===== src/sv/bcdt_pkg.sv =====
// ----------------------------------------------------------------------------
// bcdt_pkg
// Shared types, codes and helpers of the BCD countdown timer.
// ----------------------------------------------------------------------------
`default_nettype none

package bcdt_pkg;

  // Request codes
  typedef enum logic [1:0] {
    REQ_TICK   = 2'd0,
    REQ_LOAD   = 2'd1,
    REQ_START  = 2'd2,
    REQ_FINISH = 2'd3
  } req_e;

  // Stop level codes that matter; the others hold
  localparam logic [1:0] STOP_RUN   = 2'd0;
  localparam logic [1:0] STOP_SLEEP = 2'd2;

  // Phase codes
  localparam logic [1:0] PH_WAIT    = 2'd0;
  localparam logic [1:0] PH_COUNT   = 2'd1;
  localparam logic [1:0] PH_GRACE   = 2'd2;
  localparam logic [1:0] PH_EXPIRED = 2'd3;

  // Register indexes
  localparam logic REG_TICKS_PER_SECOND = 1'b0;
  localparam logic REG_GRACE_TICKS      = 1'b1;

  // Reset values
  localparam logic [7:0] TICKS_PER_SECOND_RST = 8'd60;
  localparam logic [7:0] GRACE_TICKS_RST      = 8'd30;
  localparam logic [7:0] PRESCALER_RST        = 8'd60;

  // One result item
  typedef struct packed {
    logic [7:0] seconds_bcd;
    logic       timed_out;
    logic       running;
    logic [1:0] phase;
    logic [7:0] tick_count;
  } res_t;

  // Two-digit BCD decrement; 00 wraps to 99, non-BCD digits just count down
  function automatic logic [7:0] bcd_dec(input logic [7:0] v);
    logic [3:0] lo;
    logic [3:0] hi;
    lo = v[3:0];
    hi = v[7:4];
    if (lo == 4'd0) begin
      lo = 4'd9;
      hi = (hi == 4'd0) ? 4'd9 : hi - 4'd1;
    end else begin
      lo = lo - 4'd1;
    end
    return {hi, lo};
  endfunction

endpackage

`default_nettype wire


===== src/sv/bcdt_if.sv =====
// ----------------------------------------------------------------------------
// bcdt interfaces
// Request, result and register write channels of the BCD countdown timer.
// ----------------------------------------------------------------------------
`default_nettype none

interface bcdt_req_if;
  logic       valid;
  logic       ready;
  logic [1:0] req_type;
  logic       mode_blocked;
  logic       debug_hold;
  logic       break_hold;
  logic [1:0] stop_level;
  logic [7:0] load_value;

  modport source (output valid, req_type, mode_blocked, debug_hold, break_hold,
                  stop_level, load_value, input ready);
  modport sink   (input valid, req_type, mode_blocked, debug_hold, break_hold,
                  stop_level, load_value, output ready);
endinterface

interface bcdt_res_if;
  logic       valid;
  logic       ready;
  logic [7:0] seconds_bcd;
  logic       timed_out;
  logic       running;
  logic [1:0] phase;
  logic [7:0] tick_count;

  modport source (output valid, seconds_bcd, timed_out, running, phase, tick_count,
                  input ready);
  modport sink   (input valid, seconds_bcd, timed_out, running, phase, tick_count,
                  output ready);
endinterface

interface bcdt_cfg_if;
  logic       valid;
  logic       ready;
  logic       reg_index;
  logic [7:0] wdata;

  modport source (output valid, reg_index, wdata, input ready);
  modport sink   (input valid, reg_index, wdata, output ready);
endinterface

`default_nettype wire


===== src/sv/bcd_countdown_select_timer.sv =====
// ----------------------------------------------------------------------------
// bcd_countdown_select_timer
// Frame-tick countdown timer with two-digit BCD seconds. Every request item
// (tick, load, start, finish) updates the timer state in the cycle it is
// transferred and yields one result item with the state after the update.
// The block takes one request per clock while the skid register is empty; each
// result is registered before it appears on the result channel. A result
// register backed by one skid register lets one more request in while the
// consumer stalls; request ready drops only when both hold an untaken result.
// Register writes take effect on the next clock and are accepted at any time.
// ----------------------------------------------------------------------------
`default_nettype none

module bcd_countdown_select_timer (
  input  wire logic   clk_i,
  input  wire logic   rst_ni,
  bcdt_cfg_if.sink    cfg_i,
  bcdt_req_if.sink    req_i,
  bcdt_res_if.source  res_o
);
  import bcdt_pkg::*;

  // Configuration registers
  logic [7:0] ticks_per_second_q;
  logic [7:0] grace_ticks_q;

  // Timer state
  logic [1:0] phase_q,     phase_d;
  logic [7:0] prescaler_q, prescaler_d;
  logic [7:0] seconds_q,   seconds_d;
  logic [7:0] grace_q,     grace_d;
  logic       expired_q,   expired_d;
  logic       run_q,       run_d;

  // Result buffering
  res_t       out_q, skid_q, res_new;
  logic       out_valid_q, skid_valid_q;
  logic       req_xfer, res_xfer;
  logic       held;
  logic [7:0] pre_dec, grace_dec, sec_dec;

  assign cfg_i.ready = 1'b1;
  assign req_i.ready = !skid_valid_q;
  assign req_xfer    = req_i.valid && req_i.ready;
  assign res_xfer    = out_valid_q && res_o.ready;
  assign held        = req_i.mode_blocked || req_i.debug_hold || req_i.break_hold;

  // Capture register writes
  always_ff @(posedge clk_i or negedge rst_ni) begin
    if (!rst_ni) begin
      ticks_per_second_q <= TICKS_PER_SECOND_RST;
      grace_ticks_q      <= GRACE_TICKS_RST;
    end else if (cfg_i.valid && cfg_i.ready) begin
      case (cfg_i.reg_index)
        REG_TICKS_PER_SECOND: ticks_per_second_q <= cfg_i.wdata;
        REG_GRACE_TICKS:      grace_ticks_q      <= cfg_i.wdata;
        default:              ;
      endcase
    end
  end

  assign pre_dec   = prescaler_q - 8'd1;
  assign grace_dec = grace_q - 8'd1;
  assign sec_dec   = bcd_dec(seconds_q);

  // Next timer state for the request at the input
  always_comb begin
    phase_d     = phase_q;
    prescaler_d = prescaler_q;
    seconds_d   = seconds_q;
    grace_d     = grace_q;
    expired_d   = expired_q;
    run_d       = run_q;
    case (req_e'(req_i.req_type))
      REQ_TICK: begin
        if (!held) begin
          case (phase_q)
            PH_WAIT: begin
              if (req_i.stop_level == STOP_RUN) phase_d = PH_COUNT;
            end
            PH_COUNT: begin
              if (req_i.stop_level == STOP_SLEEP) phase_d = PH_WAIT;
              prescaler_d = pre_dec;
              if (pre_dec == 8'd0) begin
                prescaler_d = ticks_per_second_q;
                seconds_d   = sec_dec;
                if (sec_dec == 8'd0) begin
                  phase_d = PH_GRACE;
                  grace_d = grace_ticks_q;
                end
              end
            end
            PH_GRACE: begin
              if (req_i.stop_level == STOP_SLEEP) phase_d = PH_WAIT;
              if (seconds_q != 8'd0) begin
                phase_d     = PH_COUNT;
                prescaler_d = ticks_per_second_q;
              end else begin
                grace_d = grace_dec;
                if (grace_dec == 8'd0) begin
                  expired_d = 1'b1;
                  phase_d   = PH_EXPIRED;
                end
              end
            end
            default: begin
              if (req_i.stop_level == STOP_SLEEP) phase_d = PH_WAIT;
              expired_d = 1'b1;
              if (seconds_q != 8'd0) begin
                phase_d     = PH_COUNT;
                prescaler_d = ticks_per_second_q;
              end
            end
          endcase
        end
      end
      REQ_LOAD: begin
        seconds_d = req_i.load_value;
      end
      REQ_START: begin
        run_d     = 1'b1;
        phase_d   = PH_WAIT;
        expired_d = 1'b0;
      end
      default: begin
        phase_d = PH_WAIT;
        run_d   = 1'b0;
        grace_d = 8'd0;
      end
    endcase
  end

  assign res_new = '{seconds_bcd: seconds_d, timed_out: expired_d, running: run_d,
                     phase: phase_d, tick_count: prescaler_d};

  // Advance timer state on each request transfer
  always_ff @(posedge clk_i or negedge rst_ni) begin
    if (!rst_ni) begin
      phase_q     <= PH_WAIT;
      prescaler_q <= PRESCALER_RST;
      seconds_q   <= 8'd0;
      grace_q     <= 8'd0;
      expired_q   <= 1'b0;
      run_q       <= 1'b0;
    end else if (req_xfer) begin
      phase_q     <= phase_d;
      prescaler_q <= prescaler_d;
      seconds_q   <= seconds_d;
      grace_q     <= grace_d;
      expired_q   <= expired_d;
      run_q       <= run_d;
    end
  end

  // Result register and skid valid bits
  always_ff @(posedge clk_i or negedge rst_ni) begin
    if (!rst_ni) begin
      out_valid_q  <= 1'b0;
      skid_valid_q <= 1'b0;
    end else begin
      if (!out_valid_q || res_xfer) begin
        out_valid_q  <= skid_valid_q || req_xfer;
        skid_valid_q <= skid_valid_q && req_xfer;
      end else if (req_xfer) begin
        skid_valid_q <= 1'b1;
      end
    end
  end

  // Result payloads: drain skid first, keep order
  always_ff @(posedge clk_i) begin
    if (!out_valid_q || res_xfer) begin
      out_q <= skid_valid_q ? skid_q : res_new;
      if (req_xfer) skid_q <= res_new;
    end else if (req_xfer) begin
      skid_q <= res_new;
    end
  end

  assign res_o.valid       = out_valid_q;
  assign res_o.seconds_bcd = out_q.seconds_bcd;
  assign res_o.timed_out   = out_q.timed_out;
  assign res_o.running     = out_q.running;
  assign res_o.phase       = out_q.phase;
  assign res_o.tick_count  = out_q.tick_count;

  // Skid never holds a result without the result register holding one
  a_skid_behind_out : assert property (@(posedge clk_i) disable iff (!rst_ni)
    skid_valid_q |-> out_valid_q) else $error("skid valid without output valid");

  // Expired phase is only reached with time over raised
  a_expired_flag : assert property (@(posedge clk_i) disable iff (!rst_ni)
    (phase_q == PH_EXPIRED) |-> expired_q) else $error("expired phase without time over");

  // A stalled result stays presented
  a_out_held : assert property (@(posedge clk_i) disable iff (!rst_ni)
    (out_valid_q && !res_o.ready) |=> out_valid_q) else $error("stalled result dropped");

  // A request transfer with a stalled full result register fills the skid
  a_skid_fill : assert property (@(posedge clk_i) disable iff (!rst_ni)
    (req_xfer && out_valid_q && !res_o.ready) |=> skid_valid_q)
    else $error("request lost behind stalled result");

endmodule

`default_nettype wire

===== src/flat_wrapper.sv =====
// flat-port wrapper written by rule: the top's interface ports become plain ports
module bcd_countdown_select_timer_flat import bcdt_pkg::*;
  (clk_i, rst_ni, cfg_i_valid, cfg_i_reg_index, cfg_i_wdata, cfg_i_ready, req_i_valid, req_i_req_type, req_i_mode_blocked, req_i_debug_hold, req_i_break_hold, req_i_stop_level, req_i_load_value, req_i_ready, res_o_valid, res_o_seconds_bcd, res_o_timed_out, res_o_running, res_o_phase, res_o_tick_count, res_o_ready);
  bcdt_cfg_if cfg_i_i ();
  bcdt_req_if req_i_i ();
  bcdt_res_if res_o_i ();
  input  wire logic clk_i;
  input  wire logic rst_ni;
  input wire logic [$bits(cfg_i_i.valid)-1:0] cfg_i_valid;
  input wire logic [$bits(cfg_i_i.reg_index)-1:0] cfg_i_reg_index;
  input wire logic [$bits(cfg_i_i.wdata)-1:0] cfg_i_wdata;
  output wire logic [$bits(cfg_i_i.ready)-1:0] cfg_i_ready;
  input wire logic [$bits(req_i_i.valid)-1:0] req_i_valid;
  input wire logic [$bits(req_i_i.req_type)-1:0] req_i_req_type;
  input wire logic [$bits(req_i_i.mode_blocked)-1:0] req_i_mode_blocked;
  input wire logic [$bits(req_i_i.debug_hold)-1:0] req_i_debug_hold;
  input wire logic [$bits(req_i_i.break_hold)-1:0] req_i_break_hold;
  input wire logic [$bits(req_i_i.stop_level)-1:0] req_i_stop_level;
  input wire logic [$bits(req_i_i.load_value)-1:0] req_i_load_value;
  output wire logic [$bits(req_i_i.ready)-1:0] req_i_ready;
  output wire logic [$bits(res_o_i.valid)-1:0] res_o_valid;
  output wire logic [$bits(res_o_i.seconds_bcd)-1:0] res_o_seconds_bcd;
  output wire logic [$bits(res_o_i.timed_out)-1:0] res_o_timed_out;
  output wire logic [$bits(res_o_i.running)-1:0] res_o_running;
  output wire logic [$bits(res_o_i.phase)-1:0] res_o_phase;
  output wire logic [$bits(res_o_i.tick_count)-1:0] res_o_tick_count;
  input wire logic [$bits(res_o_i.ready)-1:0] res_o_ready;
  assign cfg_i_i.valid = cfg_i_valid;
  assign cfg_i_i.reg_index = cfg_i_reg_index;
  assign cfg_i_i.wdata = cfg_i_wdata;
  assign cfg_i_ready = cfg_i_i.ready;
  assign req_i_i.valid = req_i_valid;
  assign req_i_i.req_type = req_i_req_type;
  assign req_i_i.mode_blocked = req_i_mode_blocked;
  assign req_i_i.debug_hold = req_i_debug_hold;
  assign req_i_i.break_hold = req_i_break_hold;
  assign req_i_i.stop_level = req_i_stop_level;
  assign req_i_i.load_value = req_i_load_value;
  assign req_i_ready = req_i_i.ready;
  assign res_o_valid = res_o_i.valid;
  assign res_o_seconds_bcd = res_o_i.seconds_bcd;
  assign res_o_timed_out = res_o_i.timed_out;
  assign res_o_running = res_o_i.running;
  assign res_o_phase = res_o_i.phase;
  assign res_o_tick_count = res_o_i.tick_count;
  assign res_o_i.ready = res_o_ready;
  bcd_countdown_select_timer u_core (.clk_i(clk_i), .rst_ni(rst_ni), .cfg_i(cfg_i_i), .req_i(req_i_i), .res_o(res_o_i));
endmodule

===== config.mk =====
export PLATFORM = sky130hd
export DESIGN_NAME = bcd_countdown_select_timer_flat
export DESIGN_NICKNAME = d
export VERILOG_FILES = /design/src/sv/bcdt_pkg.sv /design/src/sv/bcdt_if.sv /design/src/sv/bcd_countdown_select_timer.sv /design/src/flat_wrapper.sv
export SDC_FILE = /design/constraint.sdc
export NUM_CORES = 1
export LEC_CHECK = 0
export ABC_CLOCK_PERIOD_IN_PS = 3050
export BUFFER_PORTS_ARGS = -buffer_cell sky130_fd_sc_hd__buf_2
export CAP_MARGIN = 20
export CORE_MARGIN = 2
export CORE_UTILIZATION = 35
export CTS_CLUSTER_DIAMETER = 30
export DETAILED_ROUTE_END_ITERATION = 8
export PLACE_DENSITY = 0.57
export SYNTH_ARGS = -nofsm -noshare
export SYNTH_HDL_FRONTEND = slang
export SYNTH_SLANG_ARGS = --single-unit

===== constraint.sdc =====
create_clock -name clk_i -period 3.05 [get_ports clk_i]
set_input_delay 0.1525 -clock clk_i [delete_from_list [all_inputs] [get_ports clk_i]]
set_output_delay 0.1525 -clock clk_i [all_outputs]
set_load 0.01 [all_outputs]

==> flow_summary_export.csv <==
group,metric,value,unit
run_status,status,"finished clean",
clocking,numClockSinks,86,
grt,busiest_layer,"met2",
timing,slew_violations,0,
yosys,synthesis.instances,444,
yosys,synth_top_area_share,25.20,%
worst_hold_path,hold_depth,3,
yosys,synth.most_common_cell,"nand2_1",
critical_path,critPathLaunch,"u_core.prescaler_q[2]$_DFFE_PN1P_",
pwr,fin_total_pwr,3218,uW
critical_path,start_kind,"flop",
yosys,ys.flop_type,"edfxtp_1",
yosys,synthTopCellsByCount,"47 x nand2_1, 40 x edfxtp_1, 34 x dfrtp_1, 32 x mux2_2, 30 x o21ai_0",
grt,grt_use_total,17.77,%
clocking,cts_root_buffer,"clkbuf_16",
floorplanning,start_util,35.85,%
timing,max_freq,0.3490,GHz
cells_and_area,regArea,2367,um2
timing,relSlewSlack,51.05,%
clocking,cts_buffer_depth,2,
critical_path,path_class,"flop to flop",
floorplanning,die_h,120.7,um
worst_hold_path,min_to,"u_core.ticks_per_second_q[0]$_DFFE_PN0P_",
clocking,insertion_delay,0.35,ns
critical_path,max_stage_delay,0.62,ns
floorplanning,dieArea,14570,um2
critical_path,cp_data_arrival_time,2.97,ns
detailed_routing,drt_iter0_drc,303,
timing,rsz0062_at_grt,"false",
cells_and_area,drive_above_1_share,30.92,%
critical_path,worstPathRequired,3.16,ns
clocking,cts_tree,"done",
detailed_routing,drc,0,
floorplanning,rows,42,
yosys,yosys_warnings,0,
grt,grt_use_met3,4.198,%
yosys,async_reset_ff_share,53.49,%
timing,setup_tns,0,ns
floorplanning,boundaryPins,52,
critical_path,crit_family,"simple AND/OR/NAND/NOR gates",
critical_path,path_cells,"or3_4 > or4b_4 > a311oi_4 > mux2i_1 > o21ai_2 > mux2_2",
worst_hold_path,hp-start,"cfg_i_wdata[0]",
grt,use_met2,27.08,%
critical_path,crit_buf_inv,0,
worst_hold_path,hp-class,"input pin to flop",
cells_and_area,antennaDiodeCount,0,
yosys,synth_nets,480,
critical_path,crit_slowest_cell,"or4b_4",
detailed_routing,wl_per_cell,17.80,um
critical_path,r2r-start,"u_core.prescaler_q[2]$_DFFE_PN1P_",
placement,place_inst,665,
timing,timing_hold_violations_final,0,
clocking,htreeDepth,3,
detailed_routing,drtPass1Iterations,5,
critical_path,worst-path-max-fanout,9,
yosys,synthTopCellsByArea,"edfxtp_1 25%, dfrtp_1 18%, mux2_2 7.6%",
critical_path,reg2regPathDepth,6,
yosys,ys_seq_area_share,49.67,%
floorplanning,die_w,120.7,um
critical_path,r2r_slack,0.18,ns
grt,grt_pass1_vias,3679,
detailed_routing,num_vias,3768,
grt,grt_pass1_wl,19800,um
cells_and_area,nets,542,
cells_and_area,nFillCells,1307,
placement,place_congestion,0.8968,
placement,hpwl,8854,um
cells_and_area,area_growth_syn_to_layout,17.80,%
cells_and_area,multi_input_area,2206,um2
clocking,numCtsBuffers,9,
detailed_routing,drt-vias-per-instance,5.485,
critical_path,end_kind,"flop",
detailed_routing,ant_nets,0,
timing,tightest_slew,0.7328,ns
pwr,p_leak,0.002226,uW
timing,fin_crit,2.865,ns
floorplanning,core,13300,um2
grt,antenna_found_initial,0,
job,cap_violations,0,
timing,fin_worst_skew,0.008432,ns
yosys,avgSynthCellArea,10.73,um2
grt,grt_max_degree,44,
detailed_routing,wl,12230,um
pwr,ir_drop,0.0005426,V
cells_and_area,fin_cells,687,
yosys,yosysTopAreaCell,"edfxtp_1",
clocking,cts_resized,0,
yosys,synth_edf_count,40,
timing,finalSetupViolCount,0,
grt,met1_usage,24.61,%
timing,period_share,93.94,%
yosys,netlist_area,4766,um2
clocking,clkTransAtPathRegs,0.07,ns
pwr,power.density,573.2,nW/um2
yosys,synth_cell_type_count,72,
yosys,yosys_register_bits,86,
placement,port_buffers,50,
grt,gr-total-overflow,0,
critical_path,r2r-end,"u_core.res_o.seconds_bcd[7]$_DFFE_PN_",
==> repair_timing <==
action,CTS,global route
endpoints found under the hold margin,0,16
setup endpoints to repair,0,7
buffers inserted,0,3
hold buffers,0,1
==> routing by layer <==
metal | share of wire, % | vias up
li1 | - | 1802
met2 | 45 | 102
met3 | 4.6 | 14
met1 | 49 | 1850
met5 | 0 | -
met4 | 1.8 | 0
==> state kept, by name, summed over array words and instances (netlist names) <==
signal                     count
u_core.expired_q               1
u_core.res_o.tick_count        8
u_core.res_o.valid             1
u_core.seconds_q               8
u_core.grace_ticks_q           8
u_core.phase_q                 2
u_core.res_o.seconds_bcd       8
u_core.res_o.phase             2
u_core.prescaler_q             8
u_core.skid_valid_q            1
u_core.run_q                   1
u_core.skid_q                 20
u_core.res_o.running           1
u_core.ticks_per_second_q      8
u_core.grace_q                 8
u_core.res_o.timed_out         1
==> stage by stage <==
step	cell area (um2)	util, %	hold slack, ns	setup slack (ns)
3_3_place_gp	5250	39.49	0.3819	0.2236
6_report	5614	42.23	0.02245	0.1849
5_1_grt	5614	42.23	0.01750	0.01937
2_1_floorplan	4766	-	-0.1431	0.2904
3_5_place_dp	5250	39.49	0.3769	0.1731
4_1_cts	5539	41.66	0.007643	0.1555
==> placed cells by master, fill, tap and decap left out, types with 4 or more instances in the layout <==
cell | synthesis | layout
nand3_1 | 11 | 11
o21ai_1 | 4 | 4
o211ai_1 | 6 | 6
or4_1 | 4 | 4
clkbuf_16 | 0 | 9
o21ai_0 | 30 | 30
buf_2 | 1 | 50
nor2_1 | 24 | 24
nor3b_1 | 5 | 5
a22oi_1 | 5 | 5
o22ai_1 | 4 | 4
dfstp_2 | 12 | 12
a21oi_1 | 20 | 20
dfrtp_1 | 34 | 34
nand2_1 | 47 | 47
nor3_1 | 11 | 11
a31oi_1 | 5 | 5
o31ai_1 | 14 | 14
mux2_4 | 4 | 4
edfxtp_1 | 40 | 40
inv_1 | 13 | 13
nand2b_1 | 9 | 9
nor2b_1 | 4 | 4
nand4_1 | 5 | 5
ha_1 | 7 | 7
or3_1 | 5 | 5
buf_4 | 4 | 24
mux2_2 | 32 | 32
==> power by group <==
| group | switching, uW | internal [uW] | leakage, uW |
|---|---|---|---|
| combinational | 329 | 280 | 0.00114 |
| clock | 462 | 632 | 0.000140 |
| sequential | 118 | 1400 | 0.000945 |
| total | 910 | 2310 | 0.00223 |
==> cell families after synthesis <==
logic type      after synthesis  share of synthesized area [%]
xor+xnor                      3                         0.5514
simple gates                146                          15.96
mux                          39                          9.451
buf+inv                      39                          4.174
flops                        86                          49.67
fa+ha+maj                     7                          1.838
other cells                   1                        0.07869
compound gates              123                          18.27
==> worst min-delay path: cells and delay by family <==
| kind | cells | cell delay (ns) |
|---|---|---|
| AND/OR/NAND/NOR | 1 | 0.04 |
| buffers and inverters | 1 | 0.08 |
| AO/OA/AOI/OAI | 1 | 0.06 |
==> final cells by class <==
cell class | instances | area share (%)
Clock buffer | 10 | 4.078
Clock inverter | 6 | 1.070
Inverter | 13 | 0.8692
Multi-Input combinational cell | 319 | 39.29
Sequential cell | 86 | 42.17
Tap cell | 176 | 3.922
Timing Repair Buffer | 77 | 8.603
==> worst max path at each step <==
stage                                            endpoint  slack [ns]  depth (start not counted)
floorplan           u_core.res_o.seconds_bcd[7]$_DFFE_PN_        0.29                          8
global placement    u_core.res_o.seconds_bcd[7]$_DFFE_PN_        0.22                          6
CTS                 u_core.res_o.seconds_bcd[7]$_DFFE_PN_        0.16                          7
finish              u_core.res_o.seconds_bcd[7]$_DFFE_PN_        0.18                          6
global route        u_core.res_o.seconds_bcd[7]$_DFFE_PN_        0.02                          8
detailed placement  u_core.res_o.seconds_bcd[7]$_DFFE_PN_        0.17                          7
Power figures use the tool's default switching activity.
